<file path="src/sv/gir_pkg.sv">
// Shared types and constants of the GF(2) incremental rank block.
package gir_pkg;

    localparam int MAX_ROWS  = 64;
    localparam int ROW_IDX_W = 6;
    localparam int RANK_W    = 7;
    localparam int NUL_W     = 16;

    // One slot of the elimination chain: a column on its way down the rows.
    typedef struct packed {
        logic                 vld;
        logic                 start;
        logic                 found;
        logic [ROW_IDX_W-1:0] prow;
        logic [MAX_ROWS-1:0]  col;
    } t_stage;

endpackage

</file>
<file path="src/sv/gir_tally.sv">
// Rank and column counters at the end of the chain, with the result register.
module gir_tally #(
    parameter int COUNT_BITS = 16
) (
    input  logic                              i_clk,
    input  logic                              i_rst_n,
    input  gir_pkg::t_stage                   i_stage,
    output logic                              o_result_valid,
    output logic                              o_independent,
    output logic [gir_pkg::ROW_IDX_W-1:0]     o_pivot_row,
    output logic [gir_pkg::MAX_ROWS-1:0]      o_residue,
    output logic [gir_pkg::RANK_W-1:0]        o_rank_count,
    output logic [gir_pkg::NUL_W-1:0]         o_nullity_count
);
    import gir_pkg::*;

    localparam int DIFF_W = (COUNT_BITS > NUL_W) ? COUNT_BITS : NUL_W;
    localparam logic [COUNT_BITS-1:0] COUNT_MAX = {COUNT_BITS{1'b1}};
    localparam logic [RANK_W-1:0]     RANK_MAX  = RANK_W'(MAX_ROWS);
    localparam logic [DIFF_W-1:0]     NUL_MAX   = DIFF_W'({NUL_W{1'b1}});

    logic [RANK_W-1:0]     r_rank;
    logic [COUNT_BITS-1:0] r_seen;
    logic [RANK_W-1:0]     n_rank;
    logic [COUNT_BITS-1:0] n_seen;
    logic [NUL_W-1:0]      n_nul;

    always_comb begin
        logic [RANK_W-1:0]     rank_base;
        logic [COUNT_BITS-1:0] seen_base;
        logic [DIFF_W-1:0]     seen_w;
        logic [DIFF_W-1:0]     rank_w;
        logic [DIFF_W-1:0]     diff;
        rank_base = i_stage.start ? '0 : r_rank;
        seen_base = i_stage.start ? '0 : r_seen;
        n_rank    = (i_stage.found && rank_base < RANK_MAX) ? rank_base + 1'b1 : rank_base;
        n_seen    = (seen_base < COUNT_MAX) ? seen_base + 1'b1 : seen_base;
        seen_w    = DIFF_W'(n_seen);
        rank_w    = DIFF_W'(n_rank);
        diff      = (seen_w >= rank_w) ? seen_w - rank_w : '0;
        n_nul     = (diff > NUL_MAX) ? {NUL_W{1'b1}} : diff[NUL_W-1:0];
    end

    always_ff @(posedge i_clk) begin
        if (!i_rst_n) begin
            r_rank         <= '0;
            r_seen         <= '0;
            o_result_valid <= 1'b0;
        end else begin
            o_result_valid <= i_stage.vld;
            if (i_stage.vld) begin
                r_rank <= n_rank;
                r_seen <= n_seen;
            end
        end
        o_independent   <= i_stage.found;
        o_pivot_row     <= i_stage.found ? i_stage.prow : '0;
        o_residue       <= i_stage.found ? i_stage.col : '0;
        o_rank_count    <= n_rank;
        o_nullity_count <= n_nul;
    end

endmodule

</file>
<file path="config.mk">
export PLATFORM = sky130hd
export DESIGN_NAME = gir_tally
export DESIGN_NICKNAME = d
export VERILOG_FILES = /design/src/sv/gir_pkg.sv /design/src/sv/gir_tally.sv
export SDC_FILE = /design/constraint.sdc
export NUM_CORES = 1
export LEC_CHECK = 0
export BUFFER_PORTS_ARGS = -buffer_cell sky130_fd_sc_hd__buf_2
export CORE_MARGIN = 1.5
export CORE_UTILIZATION = 49
export CTS_CLUSTER_SIZE = 28
export DETAILED_ROUTE_END_ITERATION = 10
export GPL_TIMING_DRIVEN = 0
export PLACE_DENSITY = 0.77
export RECOVER_POWER = 50
export SYNTH_ARGS = -nofsm -noshare
export SYNTH_HDL_FRONTEND = slang
export SYNTH_SLANG_ARGS = --single-unit
</file>
<file path="constraint.sdc">
create_clock -name i_clk -period 5.36 [get_ports i_clk]
set_input_delay 0.536 -clock i_clk [delete_from_list [all_inputs] [get_ports i_clk]]
set_output_delay 0.536 -clock i_clk [all_outputs]
set_load 0.005 [all_outputs]
</file>
After elaboration in Yosys (flattened, before gate mapping)
Index checks and enable logic that the tools add are counted.
{ "totals": {"register_bits": 118, "latch_bits": 0, "ramBits": 0, "mem_bits_ro": 0, "inputBits": 75, "wordCells": 21, "mem_count": 0} }
{ "classes": {"addsub": 3, "n_mul": 0, "div_mod_pow": 0, "n_lt_le_gt_ge": 4, "n_eq_ne": 0, "n_shift": 0, "mux": 5, "bitwise_logic": 0, "n_reduce_logical": 1} }
{ "op_table": {"columns": ["op", "count"], "rows": [
  ["two-way mux 16 bit", 3],
  ["adder 16 x 1 -> 16 bit (second input constant)", 1],
  ["greater-or-equal comparator 16 x 7 -> 1 bit", 1],
  ["greater-than comparator 16 bit (second input constant)", 1],
  ["< comparator 16 bit (second input constant)", 1],
  ["subtractor 16 x 7 -> 16 bit", 1],
  ["two-way mux 7 bit", 2],
  ["adder 7 x 1 -> 7 bit (second input constant)", 1],
  ["< comparator 7 bit (second input constant)", 1],
  ["logical AND 1 bit", 1]
]} }

Depth between registers and ports, before layout
{ "logic_depth": {"ltp_word": 7, "mapped_depth": 20} }

Worst setup path after synthesis
Ideal clock, no wire load.
{ "synth_path": {"kind": "input -> register", "from": "in i_stage[71] in the netlist's numbering", "to": "reg o_nullity_count[2] in the netlist's numbering", "arrival_time_ns": 4.026, "t_required_ns": 5.236, "setup_slack_ns": 1.210, "cell_stages": 20, "n_path_buf": 5, "path_cell_list": "buf_2 buf_1 clkbuf_1 nor2_1 ha_1 nand4_1 nor4_2 buf_2 xor2_1 ha_1 inv_1 ha_1 o21a_1 o21ai_0 nand2b_1 a41oi_1 nand2_1 nor3_2 buf_6 nor3_4"} }
{ "synth_via": {"elab_chain_len": 7} }
{ "synth_lines": {"columns": ["element", "line_no", "rtl"], "rows": [
  ["start, declared", "gir_tally.sv:7", "input gir_pkg::t_stage i_stage,"],
  ["branches (longest 5 deep; another with adder 16 x 1 -> 16 bit)", null, null],
  ["two-way mux 16 bit (*)", "gir_tally.sv:40", "diff = (seen_w >= rank_w) ? seen_w - rank_w : '0;"],
  ["greater-than comparator 16 bit", "gir_tally.sv:41", "n_nul = (diff > NUL_MAX) ? {NUL_W{1'b1}} : diff[NUL_W-1:0];"],
  ["end signal, assigned", "gir_tally.sv:60", "o_nullity_count <= n_nul;"],
  ["end, declared", "gir_tally.sv:13", "output logic [gir_pkg::NUL_W-1:0] o_nullity_count"]
]} }
Every way passes the cells marked *.
A chain may end at the register's enable or synchronous reset.

Worst setup path after layout
{ "layout_path": {"from": "in i_stage[71] in the netlist's numbering", "to": "reg o_nullity_count[7] in the netlist's numbering"} }
The elaborated chain is that of the path after synthesis.

==> qor.txt <==
Result of the run -> completed
Depth of the CTS H-tree -> 4
Post-synthesis net count -> 553
Post-CTS Setup Inserts -> 0
Critical path type -> input port to register
Period utilisation layout -> 87.6%
Fraction of the yosys area taken by sequential cells -> 50.7%
Per-cell routed wire length -> 15.2 um
Synth Area per Inst -> 9.96 sq um
Final worst path period need -> 4700 ps
Fin. Hold Viols -> 0
Antenna cells -> 0
Num Clock Sinks -> 118
Number of flops mapped to enable cells by yosys -> 0
Number of buffers added on ports -> 168
Die area -> 0.0101 sq mm
Number of gates given a new drive strength after cts -> 0
Power per cell area -> 366 mW/mm^2
Final weighted congestion of routability-driven global placement -> 0.876
Hold WC Path Type -> input port to register
Die width -> 101 um
Number of cells produced by synthesis -> 468
Overall fraction of global-route tracks in use -> 23.7%
Number of clock buffers inserted by TritonCTS -> 17
Maximum frequency from static timing analysis -> 213 MHz
Number of antenna violations at the first check in global routing -> 0
Max FO, Critical Path -> 10
Number of DRC violations after detailed routing -> 0
Leakage power figure -> 2.85 nW
Share of cells above drive strength 1 -> 28.9%
Unrepaired setup endpoints after global routing -> no
Root cell of the clock tree -> sky130_fd_sc_hd__clkbuf_8
Cell area after synthesis -> 0.00466 sq mm
Overall power of the completed layout -> 0.00228 W
Overall overflow remaining after global route -> 0
DRT Pass-1 Iters -> 5
Post-synthesis to final-layout area growth -> 33.5%
Kind of end point of the critical path -> register
Count of pins over their slew limit -> 0
First-pass GRT wire length -> 18200 um
Yosys reg bits -> 118
Data arrival, critical path -> 5100 ps
# rows -> 35
Overall routed net length -> 12100 um
Final Skew -> 9.01 ps
Clock tree from TritonCTS -> yes
Nets@finish -> 740
Max Buffers Root-to-Sink -> 2
Post-detailed-route via-to-cell ratio -> 5.09
Final setup viols -> 0
Slew margin rel. -> 40.8%
Count of antenna-violating nets left after detailed routing -> 0
Clock Pin Slew Worst Setup and Hold Paths -> 60 ps
Synth warn -> 0
Core Box Area -> 0.00924 sq mm
Fraction of registers with async set or reset after synthesis -> 0%
Transition time of the tightest slew-check pin -> 887 ps
Data required time of the critical path -> 5760 ps
Post-detailed-placement half-perimeter wirelength -> 9110 um
Vias in the first global route -> 3613
Hold bufs inserted after CTS -> 0
DR iter-0 viols -> 196
Number of different library cells in the post-synthesis netlist -> 60
Clock latency on the worst-skew pair -> 510 ps
Startpoint kind of the worst setup timing path -> input port
Y dimension of the die -> 101 um
Largest net degree at the start of global routing -> 17
Top-Level Pins -> 170
Top_reg_cell synth -> sky130_fd_sc_hd__dfxtp_1
Starting density of the core -> 50.5%
Peak supply drop -> 0.000187 V
Number of violations of the max-capacitance limit -> 0
Setup TNS after final layout -> 0 ps
Total number of vias -> 4058
==> critical path, stage by stage <==
cell and delay [ps]:
sky130_fd_sc_hd__buf_2 110, sky130_fd_sc_hd__buf_2 190, sky130_fd_sc_hd__buf_1 290, sky130_fd_sc_hd__clkbuf_1 330, sky130_fd_sc_hd__nor2_1 230, sky130_fd_sc_hd__ha_1 300, sky130_fd_sc_hd__nand4_1 240, sky130_fd_sc_hd__nor4_2 420
sky130_fd_sc_hd__buf_2 290, sky130_fd_sc_hd__mux2i_1 370, sky130_fd_sc_hd__xnor2_1 110, sky130_fd_sc_hd__ha_1 220, sky130_fd_sc_hd__o21a_1 230, sky130_fd_sc_hd__o21ai_0 150, sky130_fd_sc_hd__nand2b_1 120, sky130_fd_sc_hd__a41oi_1 280
sky130_fd_sc_hd__nand2_1 160, sky130_fd_sc_hd__nor3_2 240, sky130_fd_sc_hd__buf_6 180, sky130_fd_sc_hd__nor2_1 60
==> placed cells by master, fill, tap and decap left out, types with 9 or more instances in the layout <==
master                      instances
sky130_fd_sc_hd__buf_2            148
sky130_fd_sc_hd__dfxtp_1          118
sky130_fd_sc_hd__and2_0            41
sky130_fd_sc_hd__clkbuf_1          37
sky130_fd_sc_hd__and2_1            36
sky130_fd_sc_hd__nor2_1            32
sky130_fd_sc_hd__nor2b_1           26
sky130_fd_sc_hd__mux2i_1           20
sky130_fd_sc_hd__nand2_1           17
sky130_fd_sc_hd__clkbuf_16         16
sky130_fd_sc_hd__o21ai_0           12
sky130_fd_sc_hd__inv_1             12
sky130_fd_sc_hd__ha_1              10
sky130_fd_sc_hd__xnor2_1            9
sky130_fd_sc_hd__nand3_1            9
==> power by group <==
group / switching, W / total [W] / internal (W)
clock network: 0.000411 / 0.00110 / 0.000693
logic: 0.000113 / 0.000226 / 0.000112
registers: 0.0000159 / 0.000951 / 0.000935
==> per-stage QoR <==
stage	instance area (sq um)	setup slack [ps]	util (%)	hold slack (ps)	instances
5_1_grt	6220	385	67.4	204	797
3_3_place_gp	5670	305	61.3	455	765
3_5_place_dp	5670	234	61.3	463	765
4_1_cts	6250	720	67.7	157	797
6_report	6220	662	67.4	216	797
2_1_floorplan	4660	1210	-	447	468
==> metal layers <==
layer | vias to the layer above | wire (um) | global-route usage (%)
met3 | 24 | 703 | 4.65
met4 | 0 | 222 | 11.1
li1 | 1972 | - | -
met5 | - | 0 | 0
met2 | 166 | 6090 | 39.3
met1 | 1896 | 5110 | 29.8
==> flip-flops by register name, indices dropped and copies added (netlist names) <==
name and flops:
o_residue 64, r_rank 7, o_nullity_count 16, o_rank_count 7, r_seen 16, o_independent 1, o_result_valid 1, o_pivot_row 6
==> cells in the mapped netlist (all sizes together) (10+ instances only) <==
cell    count  area, sq um
dfxtp     118         2360
and2       77          482
nor2       32          120
nor2b      26          163
mux2i      20          200
nand2      17         63.8
o21ai      14         70.1
clkbuf     13         50.0
inv        12         45.0
a21oi      11         73.8
ha         10          125
==> logic make-up after synthesis <==
kind of cell,after synthesis,synth area share [%]
adder cells (fa/ha/maj),10,2.68
XOR/XNOR,17,3.19
multiplexers,20,4.29
flip-flops,118,50.7
AND/OR/NAND/NOR,213,27.3
AO/OA/AOI/OAI,56,8.80
buffers and inverters,34,3.03
==> final cells by class <==
class | instances | area (sq um)
plain buffers | 22 | 96.3
clock buffers | 20 | 445
clock inverters | 12 | 143
fillers | 741 | 3020
inverters | 12 | 45.0
multi-input cells | 316 | 2160
flip-flops and latches | 118 | 2360
well taps | 129 | 161
repair buffers | 168 | 811
==> worst paths after layout <==
path,cells after the start,slack (ps),endpoint,from
min reg2reg,1,470,r_rank[1],r_rank[1]
max,20,660,o_nullity_count[7],i_stage[71]
max reg2reg,17,1280,o_nullity_count[7],r_seen[0]
min,1,220,o_independent,i_stage[70]
(Power assumes the default switching activity.)
