===== src/sv/gir_pkg.sv =====
// Shared types and constants of the GF(2) incremental rank block.
package gir_pkg;

    localparam int MAX_ROWS  = 64;
    localparam int ROW_IDX_W = 6;
    localparam int RANK_W    = 7;
    localparam int NUL_W     = 16;

    // One slot of the elimination chain: a column on its way down the rows.
    typedef struct packed {
        logic                 vld;
        logic                 start;
        logic                 found;
        logic [ROW_IDX_W-1:0] prow;
        logic [MAX_ROWS-1:0]  col;
    } t_stage;

endpackage


===== src/sv/gir_cell.sv =====
// One elimination cell: holds the pivot of a single row and reduces passing columns.
module gir_cell #(
    parameter int ROW = 0
) (
    input  logic            i_clk,
    input  logic            i_rst_n,
    input  gir_pkg::t_stage i_stage,
    output gir_pkg::t_stage o_stage
);
    import gir_pkg::*;

    localparam logic [ROW_IDX_W-1:0] ROW_IDX = ROW_IDX_W'(ROW);

    logic [MAX_ROWS-1:0] r_pivot;
    logic                r_have;
    t_stage              r_stage;

    logic                n_have;
    logic                n_store;
    t_stage              n_stage;

    always_comb begin
        logic have_eff;
        have_eff = r_have & ~i_stage.start;
        n_stage  = i_stage;
        n_have   = r_have;
        n_store  = 1'b0;
        if (i_stage.vld) begin
            // A start column sees this row as empty.
            n_have = have_eff;
            if (!i_stage.found && i_stage.col[ROW_IDX]) begin
                if (have_eff) begin
                    n_stage.col = i_stage.col ^ r_pivot;
                end else begin
                    // Every higher bit is already clear, so this is the leading row.
                    n_stage.found = 1'b1;
                    n_stage.prow  = ROW_IDX;
                    n_have        = 1'b1;
                    n_store       = 1'b1;
                end
            end
        end
    end

    always_ff @(posedge i_clk) begin
        if (!i_rst_n) begin
            r_have      <= 1'b0;
            r_stage.vld <= 1'b0;
        end else begin
            r_have      <= n_have;
            r_stage.vld <= n_stage.vld;
        end
        r_stage.start <= n_stage.start;
        r_stage.found <= n_stage.found;
        r_stage.prow  <= n_stage.prow;
        r_stage.col   <= n_stage.col;
        if (n_store) begin
            r_pivot <= i_stage.col;
        end
    end

    assign o_stage = r_stage;

endmodule


===== config.mk =====
export PLATFORM = sky130hd
export DESIGN_NAME = gir_cell
export DESIGN_NICKNAME = d
export VERILOG_FILES = /design/src/sv/gir_pkg.sv /design/src/sv/gir_cell.sv
export SDC_FILE = /design/constraint.sdc
export NUM_CORES = 1
export LEC_CHECK = 0
export BUFFER_PORTS_ARGS = -buffer_cell sky130_fd_sc_hd__buf_2
export CORE_MARGIN = 2
export CORE_UTILIZATION = 54
export DETAILED_ROUTE_END_ITERATION = 10
export PLACE_DENSITY = 0.85
export SYNTH_ARGS = -nofsm -noshare
export SYNTH_HDL_FRONTEND = slang
export SYNTH_SLANG_ARGS = --single-unit

===== constraint.sdc =====
create_clock -name i_clk -period 6.2 [get_ports i_clk]
set_input_delay 0.62 -clock i_clk [delete_from_list [all_inputs] [get_ports i_clk]]
set_output_delay 0.62 -clock i_clk [all_outputs]
set_load 0.005 [all_outputs]

# Word level (Yosys, flattened, before mapping)
# Index checks and enable logic that the tools add are counted.
[op_classes] n_mux=8 bitwise=3 n_reduce_logical=2
[op_table] cell="2-to-1 mux 71 bit" n=2
[op_table] cell="2-to-1 mux 64 bit" n=1
[op_table] cell="bitwise XOR 64 bit" n=1
[op_table] cell="2-to-1 mux 7 bit" n=1
[op_table] cell="2-to-1 mux 1 bit" n=4
[op_table] cell="AND 1 bit" n=1
[op_table] cell="logical AND 1 bit" n=1
[op_table] cell="logical NOT 1 bit" n=1
[op_table] cell="NOT 1 bit" n=1
[totals] regBits=138 input_bits=75 output_inout_bits=73 word_cells=20

# Depth between registers and ports, before layout
# Gate-level depths: netlist (run 1).
[logic_depth] ltp_word=5 depth_mapped=5 mapped_depth_nobuf=3

# Least setup slack after synthesis (run 1)
# Ideal clock, no wire load.
[synth_path] path_kind="input-to-reg" start="input i_stage[70] (netlist bit)" end="register r_pivot[0], enable pin" setup_ns=0.429 arrival_time_ns=2.374 t_required_ns=5.771 setup_slack_ns=3.397 cell_stages=2 n_path_buf=0 path_cell_list="and3b_1 > and2b_1"
[synth_via] elab_chain_cells=4
[synth_lines] element="start, declared" line_no="gir_cell.sv:7" text="input gir_pkg::t_stage i_stage,"
[synth_lines] element="logical NOT 1 bit" line_no="gir_cell.sv:31" text="if (!i_stage.found && i_stage.col[ROW_IDX]) begin"
[synth_lines] element="logical AND 1 bit" line_no="gir_cell.sv:31"
[synth_lines] element="2-to-1 mux 1 bit" line_no="gir_cell.sv:31"
[synth_lines] element="2-to-1 mux 1 bit" line_no="gir_cell.sv:28" text="if (i_stage.vld) begin"
[synth_lines] element="net n_store" line_no="gir_cell.sv:19" text="logic n_store;"
[synth_lines] element="end signal, assigned" line_no="gir_cell.sv:58" text="r_pivot <= i_stage.col;"
[synth_lines] element="end, declared" line_no="gir_cell.sv:14" text="logic [MAX_ROWS-1:0] r_pivot;"
# The timed path passes the listed nets, and every way through them passes these cells.
# A chain may end at the register's enable or synchronous reset.

# Worst setup path after layout (run 1)
[layout_path] start="register r_have" end="register r_pivot[60], enable pin"
[layout_via] elab_chain_cells=4
[layout_lines] element="start, declared" line_no="gir_cell.sv:15" text="logic r_have;"
[layout_lines] element="start signal, assigned" line_no="gir_cell.sv:50" text="r_have <= n_have;"
[layout_lines] element="AND 1 bit" line_no="gir_cell.sv:24" text="have_eff = r_have & ~i_stage.start;"
[layout_lines] element="2-to-1 mux 1 bit" line_no="gir_cell.sv:32" text="if (have_eff) begin"
[layout_lines] element="2-to-1 mux 1 bit" line_no="gir_cell.sv:31"
[layout_lines] element="2-to-1 mux 1 bit" line_no="gir_cell.sv:28"
[layout_lines] element="net n_store" line_no="gir_cell.sv:19"
# The timed path passes the listed nets, and every way through them passes these cells.

==> results.yml, run 1 <==
timing:
  setup_slack_ns: 3.946
  rsz0062_at_grt: "no"
  period_minus_slack_ns: 2.254
  setup_viol: 0
  whs_ns: 0.2982
  skew_ns: 0.01105
  fmax_ghz: 0.4436
  tightest_slew_ns: 1.037
  hold_viol: 0
  drv_slew: 0
  fin_crit_sh_pct: 36.36
  relSlewSlack_pct: 30.85
  tns_ns: 0
cts:
  cts_made_buffers: 17
  post-cts-setup-buffer-count: 0
  cts_tree: "yes"
  cts_buffer_depth: 2
  cts_sinks: 138
  insertion_delay_ns: 0.49
  root_buffer: "clkbuf_8"
  post_cts_resized: 0
  cts_hold_buf: 0
  cts-htree-levels: 4
  path_clk_slew_ns: 0.06
routing:
  finalWirelength_um: 8469
  vias: 2742
  route.detailed.drc: 0
  antenna_left: 0
  drt_first_pass_iters: 4
  wl_met3_um: 592
  wl_met1_um: 3444
  routed.top_layer: "met4"
  wl_met2_um: 4349
  viasPerCell: 4.845
  first_iter_violations: 156
  wl_per_cell_um: 14.96
critical_path:
  crit_path_start_kind: "register"
  max_stage_delay_ns: 1.04
  arrival_ns: 2.36
  crit_chain: "nor2b_4 -> buf_4 -> and2b_4"
  crit_fanout: 71
  cp.required_ns: 6.31
  cp-end-kind: "register"
  slowest_stage: "and2b_4"
  worstSetupPathType: "register to register"
  path_delay_family: "simple AND/OR/NAND/NOR gates"
  critPathBufInv: 1
logic_synthesis:
  synthCells: 294
  syn_area_um2: 4594
  yosys.area.top_type: "edfxtp_1"
  yosysSeqAreaShare_pct: 74.07
  ys_ff_latch: 138
  yosysWarningCount: 0
  syn_nets: 369
  yosysUniqueCellTypes: 16
  synth_top_area_share_pct: 41.83
  avgSynthCellArea_um2: 15.63
  synth_area_leaders: "edfxtp_1 (42%), dfxtp_1 (32%), xnor2_1 (12%)"
power:
  power.density_nw_per_um2: 345.6
  ir_drop_v: 0.0002438
  cellLeakagePower_nw: 2.296
final_layout:
  antennaDiodeCount: 0
  layout.nets: 523
  mostFrequentLayoutCells: "buf_2 (147), dfxtp_1 (74), edfxtp_1 (64)"
  drive_above_1_share_pct: 44.03
  instances_no_fill: 566
  final_common_cell: "buf_2"
  syn2layout_area_growth_pct: 29.06
placement:
  place_ws_ns: 3.558
  dpl.cell_count: 534
  hpwlAfterDp_um: 5604
  place.gp.congestion: 0.7298
  port_buffers: 147
global_route:
  first_global_vias: 2691
  grt_overflow_total: 0
  grt.total_usage_pct: 18.84
  grt_start_max_net_pins: 72
  grt_antenna_before_repair: 0
  grt_pass1_wl_um: 12810
min_path:
  hold_path.class: "primary input to register"
status:
  outcome: "finished, final reports clean"
floorplanning:
  rows: 33
  die_area_um2: 9262
  die_w_um: 96.24
  die_y_um: 96.24
  io_pins: 148
  initial_core_util_pct: 55.92
  core_area_um2: 8217
run:
  drv_cap: 0
## worst reg2reg max path: stages, from the launching register on
cell and delay [ns]:
dfxtp_1 0.31, nor2b_4 0.12, buf_4 0.34, and2b_4 1.04
## cell usage after synthesis
library cell,n
nand4b_1,1
a21oi_1,1
xnor2_1,63
dfxtp_1,74
nand3_1,43
nor2b_1,8
buf_2,4
nand3_2,20
nand2_1,1
and2b_1,1
or2_2,1
and2_1,2
buf_4,3
edfxtp_1,64
and3b_1,1
buf_6,7
## cells by family after synthesis
family	after synthesis	share of synthesized area [%]
DFF	138	74.07
xor gates and xnor gates	63	12.01
buffers and inverters	14	2.642
and+or+nand+nor	78	11.17
AOI/OAI and AO/OA	1	0.1088
## sequential cells by signal, summed over array words and instances (netlist names)
register / count
r_pivot: 64
o_stage: 73
r_have: 1
## final timing paths
path / from / to / slack, ns / depth (start not counted)
hold / removal: i_stage[71] / o_stage[71]$_DFF_P_ / 0.30 / 1
setup / recovery: r_have$_SDFFE_PN0P_ / r_pivot[60]$_DFFE_PP_ / 3.95 / 3
setup reg to reg: r_have$_SDFFE_PN0P_ / r_pivot[60]$_DFFE_PP_ / 3.95 / 3
hold reg to reg: r_pivot[21]$_DFFE_PP_ / o_stage[21]$_DFF_P_ / 0.54 / 2
## per-layer routing
layer	vias to the layer above	track usage, %
met3	9	7.126
li1	1324	-
met5	-	0
met1	1309	22.38
met4	0	6.786
met2	100	31.25
## where the power goes
| group | switching (mW) | internal [mW] |
|---|---|---|
| registers | 0.0106 | 0.995 |
| logic | 0.0538 | 0.0518 |
| clock network | 0.365 | 0.573 |
## area by class of cell
cell class	instances	area, µm²
Clock buffer	18	417.9
Clock inverter	14	145.1
Fill cell	536	2287
Multi-Input combinational cell	142	1081
Sequential cell	138	3403
Tap cell	105	131.4
Timing Repair Buffer	149	750.7
## per-stage QoR
| step | area [µm²] | util, % | power, mW |
|---|---|---|---|
| after CTS | 5929 | 72.16 | 2.066 |
| after floorplan | 4594 | - | 1.066 |
| after global placement | 5366 | 65.31 | 1.125 |
| after detailed placement | 5366 | 65.31 | 1.131 |
| after global routing | 5929 | 72.16 | 2.120 |
| final | 5929 | 72.16 | 2.049 |
Power figures use the tool's default switching activity.
==> run 2, diff against run 1 <==
- CORE_UTILIZATION: 54 -> 50
- PLACE_DENSITY: 0.85 -> 0.8
- clock period: 6.2 -> 2.3 ns (I/O delays scaled with it)
==> results.yml, run 2 (synthesis gave the netlist of run 1 again) <==
run:
  drv_cap: 0
cts:
  cts_hold_buf: 74
  cts_made_buffers: 17
  root_buffer: "clkbuf_8"
  post_cts_resized: 0
  cts-htree-levels: 4
  cts_buffer_depth: 2
  cts_tree: "yes"
  path_clk_slew_ns: 0.06
  cts_sinks: 138
  insertion_delay_ns: 0.49
  post-cts-setup-buffer-count: 0
power:
  power_mw: 5.629
  switching_power_mw: 1.162
  power.density_nw_per_um2: 837.9
  power.internal_mw: 4.467
  switching_share_pct: 20.64
  cellLeakagePower_nw: 2.629
  ir_drop_v: 0.0005884
  seqPwrFrac_pct: 48.2
  pwr-share-clk_pct: 44.7
  comb_power_share_pct: 7.1
floorplanning:
  die_y_um: 99.86
  core_area_um2: 8806
  initial_core_util_pct: 52.17
  die_area_um2: 9972
  io_pins: 148
  rows: 34
  die_w_um: 99.86
global_route:
  grt_antenna_before_repair: 0
  grt_start_max_net_pins: 65
  first_global_vias: 3381
  grt.total_usage_pct: 21.44
  grt_pass1_wl_um: 16300
  grt_overflow_total: 0
final_layout:
  final_common_cell: "buf_2"
  layout.nets: 600
  fillers: 512
  syn2layout_area_growth_pct: 46.21
  largest_reg_flops: 73
  instances_no_fill: 646
  mostFrequentLayoutCells: "buf_2 (147), dlygate4sd3_1 (74), dfxtp_1 (74)"
  drive_above_1_share_pct: 37.92
  antennaDiodeCount: 0
min_path:
  hold_path.class: "primary input to register"
timing:
  fin_crit_sh_pct: 80.98
  tns_ns: 0
  skew_ns: 0.009086
  hold_viol: 0
  period_minus_slack_ns: 1.863
  fmax_ghz: 0.5369
  setup_viol: 0
  relSlewSlack_pct: 46.51
  drv_slew: 0
  tightest_slew_ns: 0.8023
  setup_slack_ns: 0.4375
  rsz0062_at_grt: "no"
critical_path:
  slowest_stage: "buf_4"
  path_delay_family: "buffers and inverters"
  crit_path_start_kind: "primary input"
  crit_chain: "dlygate4sd3_1 -> buf_2 -> and3b_2 -> buf_4 -> nand3_1 -> xnor2_1"
  worstSetupPathType: "primary input to register"
  crit_fanout: 64
  cp.required_ns: 2.67
  max_stage_delay_ns: 0.63
  cp-end-kind: "register"
  critPathBufInv: 3
  arrival_ns: 2.23
routing:
  vias: 3101
  finalWirelength_um: 10250
  drt_first_pass_iters: 4
  antenna_left: 0
  route.detailed.drc: 0
  first_iter_violations: 105
  wl_per_cell_um: 15.87
  viasPerCell: 4.800
placement:
  hpwlAfterDp_um: 5701
  port_buffers: 147
  place_ws_ns: 0.5334
  dpl.cell_count: 540
  place.gp.congestion: 0.6998
status:
  outcome: "finished, final reports clean"
## run 2: final cells by class
class                   count  area [µm²]  share of cell area [%]
multi-input cells         142        1081                   16.09
well taps                 108       135.1                   2.012
repair buffers            226        1539                   22.91
clock inverters            13       127.6                   1.900
clock buffers              19       431.7                   6.426
flip-flops and latches    138        3403                   50.66
## run 2: per-stage QoR
stage / area [µm²] / hold WS [ns] / utilization [%]
4_1_cts: 6718 / 0.08479 / 76.29
3_5_place_dp: 5418 / 0.3933 / 61.52
3_3_place_gp: 5418 / 0.3901 / 61.52
6_report: 6718 / 0.1258 / 76.29
2_1_floorplan: 4596 / 0.2577 / -
5_1_grt: 6718 / 0.1151 / 76.29
## run 2: power groups by stage
stage / Combinational, mW / Clock (mW) / Sequential (mW)
final: 0.399 / 2.52 / 2.71
after global placement: 0.285 / 0 / 2.76
after detailed placement: 0.295 / 0 / 2.76
after global routing: 0.432 / 2.67 / 2.72
after floorplan: 0.104 / 0 / 2.77
after CTS: 0.394 / 2.56 / 2.71
## run 2: worst paths after layout
| path | start | end | slack (ns) | depth (start not counted) |
|---|---|---|---|---|
| max | i_stage[70] | o_stage[38]$_DFF_P_ | 0.44 | 6 |
| min | i_stage[72] | o_stage[0]$_DFF_P_ | 0.13 | 3 |
| max reg2reg | r_have$_SDFFE_PN0P_ | o_stage[38]$_DFF_P_ | 0.59 | 4 |
| min reg2reg | r_pivot[7]$_DFFE_PP_ | o_stage[7]$_DFF_P_ | 0.53 | 2 |
## run 2: worst min-delay path: stages
cell and delay, ns:
buf_2 0.12, nand4b_1 0.10, and2_1 0.13
## run 2: metal layers
metal,wire length (µm),up-vias,global-route usage [%],share of wire [%]
met2,5312,145,37.11,52
met3,766,24,7.451,7.5
met4,289,0,11.06,2.8
met1,3885,1448,23.27,38
li1,-,1484,-,-
met5,0,-,0,0
